### config.mk
export PLATFORM = sky130hd
export DESIGN_NAME = whe_bin_map
export DESIGN_NICKNAME = d
export VERILOG_FILES = /design/src/rtl/assert_macros.svh /design/src/rtl/whe_pkg.sv /design/src/rtl/whe_bin_map.sv
export SDC_FILE = /design/constraint.sdc
export NUM_CORES = 1
export LEC_CHECK = 0
export BUFFER_PORTS_ARGS = -buffer_cell sky130_fd_sc_hd__buf_2
export CORE_MARGIN = 2
export CORE_UTILIZATION = 58
export DETAILED_ROUTE_END_ITERATION = 10
export HOLD_SLACK_MARGIN = 0.12
export PLACE_DENSITY = 0.8
export SLEW_MARGIN = 20
export SYNTH_ARGS = -nofsm -noshare
export SYNTH_HDL_FRONTEND = slang
export SYNTH_SLANG_ARGS = --single-unit
### constraint.sdc
create_clock -name clk -period 3.5 [get_ports clk]
set_clock_uncertainty 0.05 [all_clocks]
set_input_delay 0.175 -clock clk [delete_from_list [all_inputs] [get_ports clk]]
set_output_delay 0.175 -clock clk [all_outputs]
set_load 0.02 [all_outputs]
### src/rtl/assert_macros.svh
// assertion helpers shared by the rtl
`ifndef ASSERT_MACROS_SVH
`define ASSERT_MACROS_SVH

// same-cycle implication, checked at every rising edge outside reset
`define ASSERT_IMP(lbl, clk, rst, ante, cons) \
  lbl: assert property (@(posedge clk) disable iff (rst) (ante) |-> (cons)) \
    else $error("implication check failed");

// next-cycle implication
`define ASSERT_NXT(lbl, clk, rst, ante, cons) \
  lbl: assert property (@(posedge clk) disable iff (rst) (ante) |=> (cons)) \
    else $error("next-cycle check failed");

`endif

### src/rtl/whe_pkg.sv
package whe_pkg;

  localparam int SAMPLE_W = 16;
  localparam int WIN_W    = 17;
  localparam int DIFF_W   = 18;
  localparam int SPAN_W   = 17;  // magnitude of a positive window span or offset

  localparam logic [1:0] OP_CLEAR  = 2'd0;
  localparam logic [1:0] OP_SAMPLE = 2'd1;
  localparam logic [1:0] OP_READ   = 2'd2;

  typedef logic signed [DIFF_W-1:0] whe_diff_t;

  typedef struct packed {
    logic      start;
    whe_diff_t offset;  // sample - window_low
    whe_diff_t span;    // window_high - window_low
  } whe_map_req_t;

  typedef struct packed {
    logic busy;
    logic done;
  } whe_map_stat_t;

endpackage

### src/rtl/whe_bin_map.sv
module whe_bin_map import whe_pkg::*; #(
  parameter int BINS  = 256,
  parameter int IDX_W = 8
) (
  input  logic                clk,
  input  logic                rst,
  input  whe_map_req_t        req,
  output whe_map_stat_t       stat,
  output logic [IDX_W-1:0]    bin
);

  localparam int NUM_W = SPAN_W + IDX_W;
  localparam int CNT_W = (IDX_W > 1) ? $clog2(IDX_W) : 1;

  localparam logic [1:0] M_IDLE = 2'd0;
  localparam logic [1:0] M_CHK  = 2'd1;
  localparam logic [1:0] M_DIV  = 2'd2;

  logic [1:0]        state;
  whe_diff_t         offset;
  whe_diff_t         span;
  logic [SPAN_W-1:0] rem;
  logic [IDX_W-1:0]  shreg;
  logic [CNT_W-1:0]  cnt;
  logic              done;

  logic [NUM_W-1:0]  num;
  logic [SPAN_W:0]   trial;
  logic              fits;

  // offset * BINS, valid when 0 <= offset < span
  assign num   = NUM_W'(offset[SPAN_W-1:0]) * NUM_W'(BINS);
  // restoring step: remainder stays below span, so one extra bit suffices
  assign trial = {rem, shreg[IDX_W-1]};
  assign fits  = trial >= {1'b0, span[SPAN_W-1:0]};

  always_ff @(posedge clk) begin
    if (rst) begin
      state <= M_IDLE;
      done  <= 1'b0;
    end else begin
      done <= 1'b0;
      case (state)
        M_IDLE: begin
          if (req.start) begin
            offset <= req.offset;
            span   <= req.span;
            state  <= M_CHK;
          end
        end
        M_CHK: begin
          if (span <= 0 || offset < 0) begin
            shreg <= '0;
            done  <= 1'b1;
            state <= M_IDLE;
          end else if (offset >= span) begin
            shreg <= IDX_W'(BINS - 1);
            done  <= 1'b1;
            state <= M_IDLE;
          end else begin
            rem   <= num[NUM_W-1:IDX_W];
            shreg <= num[IDX_W-1:0];
            cnt   <= CNT_W'(IDX_W - 1);
            state <= M_DIV;
          end
        end
        M_DIV: begin
          rem   <= fits ? SPAN_W'(trial - {1'b0, span[SPAN_W-1:0]}) : trial[SPAN_W-1:0];
          shreg <= IDX_W'({shreg, fits});
          if (cnt == '0) begin
            done  <= 1'b1;
            state <= M_IDLE;
          end else begin
            cnt <= cnt - 1'b1;
          end
        end
        default: state <= M_IDLE;
      endcase
    end
  end

  assign bin       = shreg;
  assign stat.done = done;
  assign stat.busy = (state != M_IDLE);

endmodule

==> flow_summary.ini <==
[critical_path]
path_buf_inv = 1
cpMaxStageDelayCell = a221oi_1
critPathMaxFanout = 4
setup.worst_path.start = span[1]
critical_path.top_delay_family = compound AO/OA/AOI/OAI gates
r2r-start = span[1]
critPathMaxStageDelay_ns = 0.55
worstSetupEndpointType = register
start_kind = register
crit_required_ns = 3.45
cpMostUsedCell = a221oi_1
crit_type = reg2reg
path_cells = inv_1 -> ha_1 -> a21o_1 -> a211o_1 -> a221oi_1 -> mux2i_1 -> nand2b_1 -> a221oi_1
worstPathArrival_ns = 3.21

[clock_network]
cts.htree.levels = 3
root_buffer = clkbuf_8
clock_latency_ns = 0.36
cts-buffers-inserted = 9
clk_path_buf_depth = 2
postCtsResizedCells = 0
cts_setup_buffers = 0
cts_tree = built
clk_pin_slew_ns = 0.08
clkSinkCount = 67

[floorplan]
initial_utilization_pct = 59.24
coreArea_um2 = 6719
die-height_um = 86.84
die_w_um = 86.84
dieArea_um2 = 7541
io-pin-count = 49
rows = 30

[timing]
finalSetupTns_ns = 0
final_max_slew_viol_count = 0
fin_crit_ns = 3.260
worstMarginPinSlew_ns = 0.9149
max_freq_mhz = 306.7
rsz0062_at_grt = no
fin_crit_sh_pct = 93.15
slew_headroom_pct = 39.00
hold_viol = 0
setup_viol = 0

[logic_synthesis]
async_flop_share_pct = 0
ys_seq_elements = 67
synth-edff-count = 64
postSynthAreaPerCell_um2 = 10.79
synth_seq_area_share_pct = 49.80
netlist_instances = 369
ys_warn_count = 0
ys_types = 54
synth_area_um2 = 3980
syn_nets = 449
synth_flop_cell = edfxtp_1

[global_routing]
grt_pass1_wl_mm = 17.47
track_usage_pct = 31.22
grt_pass1_vias = 3405
grt_remaining_overflow = 0
antenna_found_initial = 0
grt_max_degree = 37

[power]
power.density_nw_per_um2 = 408.6
p_leak_nw = 2.117
ir_drop_mv = 0.3783

[finish]
drive_gt1_share_pct = 16.41
final_common_cell = edfxtp_1
n_antenna_cell = 0
layout.nets = 538
area_growth_pct = 23.14
final_cell_mix = edfxtp_1 (64), buf_2 (48), ha_1 (40)
final_cells = 543

[detailed_routing]
routedWlPerCell_um = 20.79
dr.pass1.iters = 9
vias = 3397
ant_nets = 0
drt-initial-drc-count = 434
drc = 0
vias_per_cell = 6.256
drt-total-wl_mm = 11.29

[place]
gp_congestion = 0.9268
io_buffer_count = 48
dp_cells = 489
place_hpwl_mm = 6.546

[run_status]
status = complete, no violations

[hold_path]
hold_class = in2reg
min_from = req[36]

[run]
max_cap_violations = 0
[report_power, final]
group | leakage, nW | switching, mW | internal (mW) | total, mW
registers | 0.607 | 0.0222 | 0.916 | 0.938
logic | 1.40 | 0.177 | 0.138 | 0.315
clock network | 0.114 | 0.341 | 0.407 | 0.749
total | 2.12 | 0.541 | 1.46 | 2.00
[cell usage after synthesis, types with 4 or more instances]
library cell | n | area share, %
edfxtp_1 | 64 | 48
ha_1 | 40 | 13
nand2_1 | 37 | 3.5
nor2_1 | 33 | 3.1
inv_1 | 28 | 2.6
a21oi_1 | 26 | 3.3
o21ai_0 | 12 | 1.5
a21o_1 | 10 | 1.9
xnor2_1 | 8 | 1.8
a31oi_1 | 7 | 1.1
mux2i_1 | 7 | 1.8
buf_2 | 6 | 0.75
nand3_1 | 6 | 0.75
nand4_1 | 5 | 0.79
nor2b_1 | 5 | 0.79
o21a_1 | 5 | 0.94
clkbuf_1 | 4 | 0.38
nor3_1 | 4 | 0.50
nor4_1 | 4 | 0.63
o41ai_1 | 4 | 0.88
[per-layer routing]
metal,GRT usage (%),vias to the layer above,wire (um)
li1,-,1551,-
met1,41.25,1572,4540
met2,49.06,220,5313
met3,7.714,54,967
met4,13.49,0,470
met5,0,-,0
[layout make-up]
| cell class | count | area, um^2 |
|---|---|---|
| Clock inverter | 7 | 100.1 |
| Clock buffer | 9 | 123.9 |
| Timing Repair Buffer | 90 | 650.6 |
| Inverter | 29 | 108.9 |
| Fill cell | 393 | 1818 |
| Multi-Input combinational cell | 261 | 1836 |
| Tap cell | 80 | 100.1 |
| Sequential cell | 67 | 1982 |
[through the flow]
stage               hold slack, ns  utilization [%]  power (mW)  cell area (um^2)  setup WS, ns
floorplan                   0.1978                -       1.131              3980        0.2252
global placement            0.3019            63.95       1.204              4297        0.4879
detailed placement          0.3031            63.95       1.211              4297        0.3907
CTS                         0.1704            72.94       1.964              4901        0.3871
global route                0.2930            72.94       2.054              4901       0.03160
finish                      0.2312            72.94       2.002              4901        0.2399
[what timing repair did]
action / CTS / global route
hold buffers: 38 / 0
endpoints found under the hold margin: 38 / 0
setup endpoints to repair: 0 / 0
[kinds of logic (layout without fill, tap and decap cells)]
family                   count (synthesis)  in the layout  share of synthesized area (%)
AND/OR/NAND/NOR                        109            109                          12.83
flip-flops                              67             67                          49.80
XOR/XNOR                                11             11                          2.421
adder cells (fa/ha/maj)                 41             41                          13.08
multiplexers                             7              7                          1.761
buffers and inverters                   41            135                          4.149
AO/OA/AOI/OAI                           93             93                          15.97
[flip-flops by register name (all words and copies together), names as in the netlist]
| name | flops |
|---|---|
| span | 18 |
| rem | 17 |
| done | 1 |
| cnt | 3 |
| offset | 18 |
| state | 2 |
| bin | 8 |
[worst paths after layout]
check        cells after the start  slack (ns)        to
min                              4        0.23  state[1]
min reg2reg                      2        0.50  state[1]
max reg2reg                      8        0.24    cnt[0]
max                              8        0.24    cnt[0]
[worst min-delay path, stage by stage]
cell	delay [ns]
buf_2	0.11
o21ai_0	0.12
nand3b_1	0.11
o41ai_1	0.08
Power figures use the tool's default switching activity.
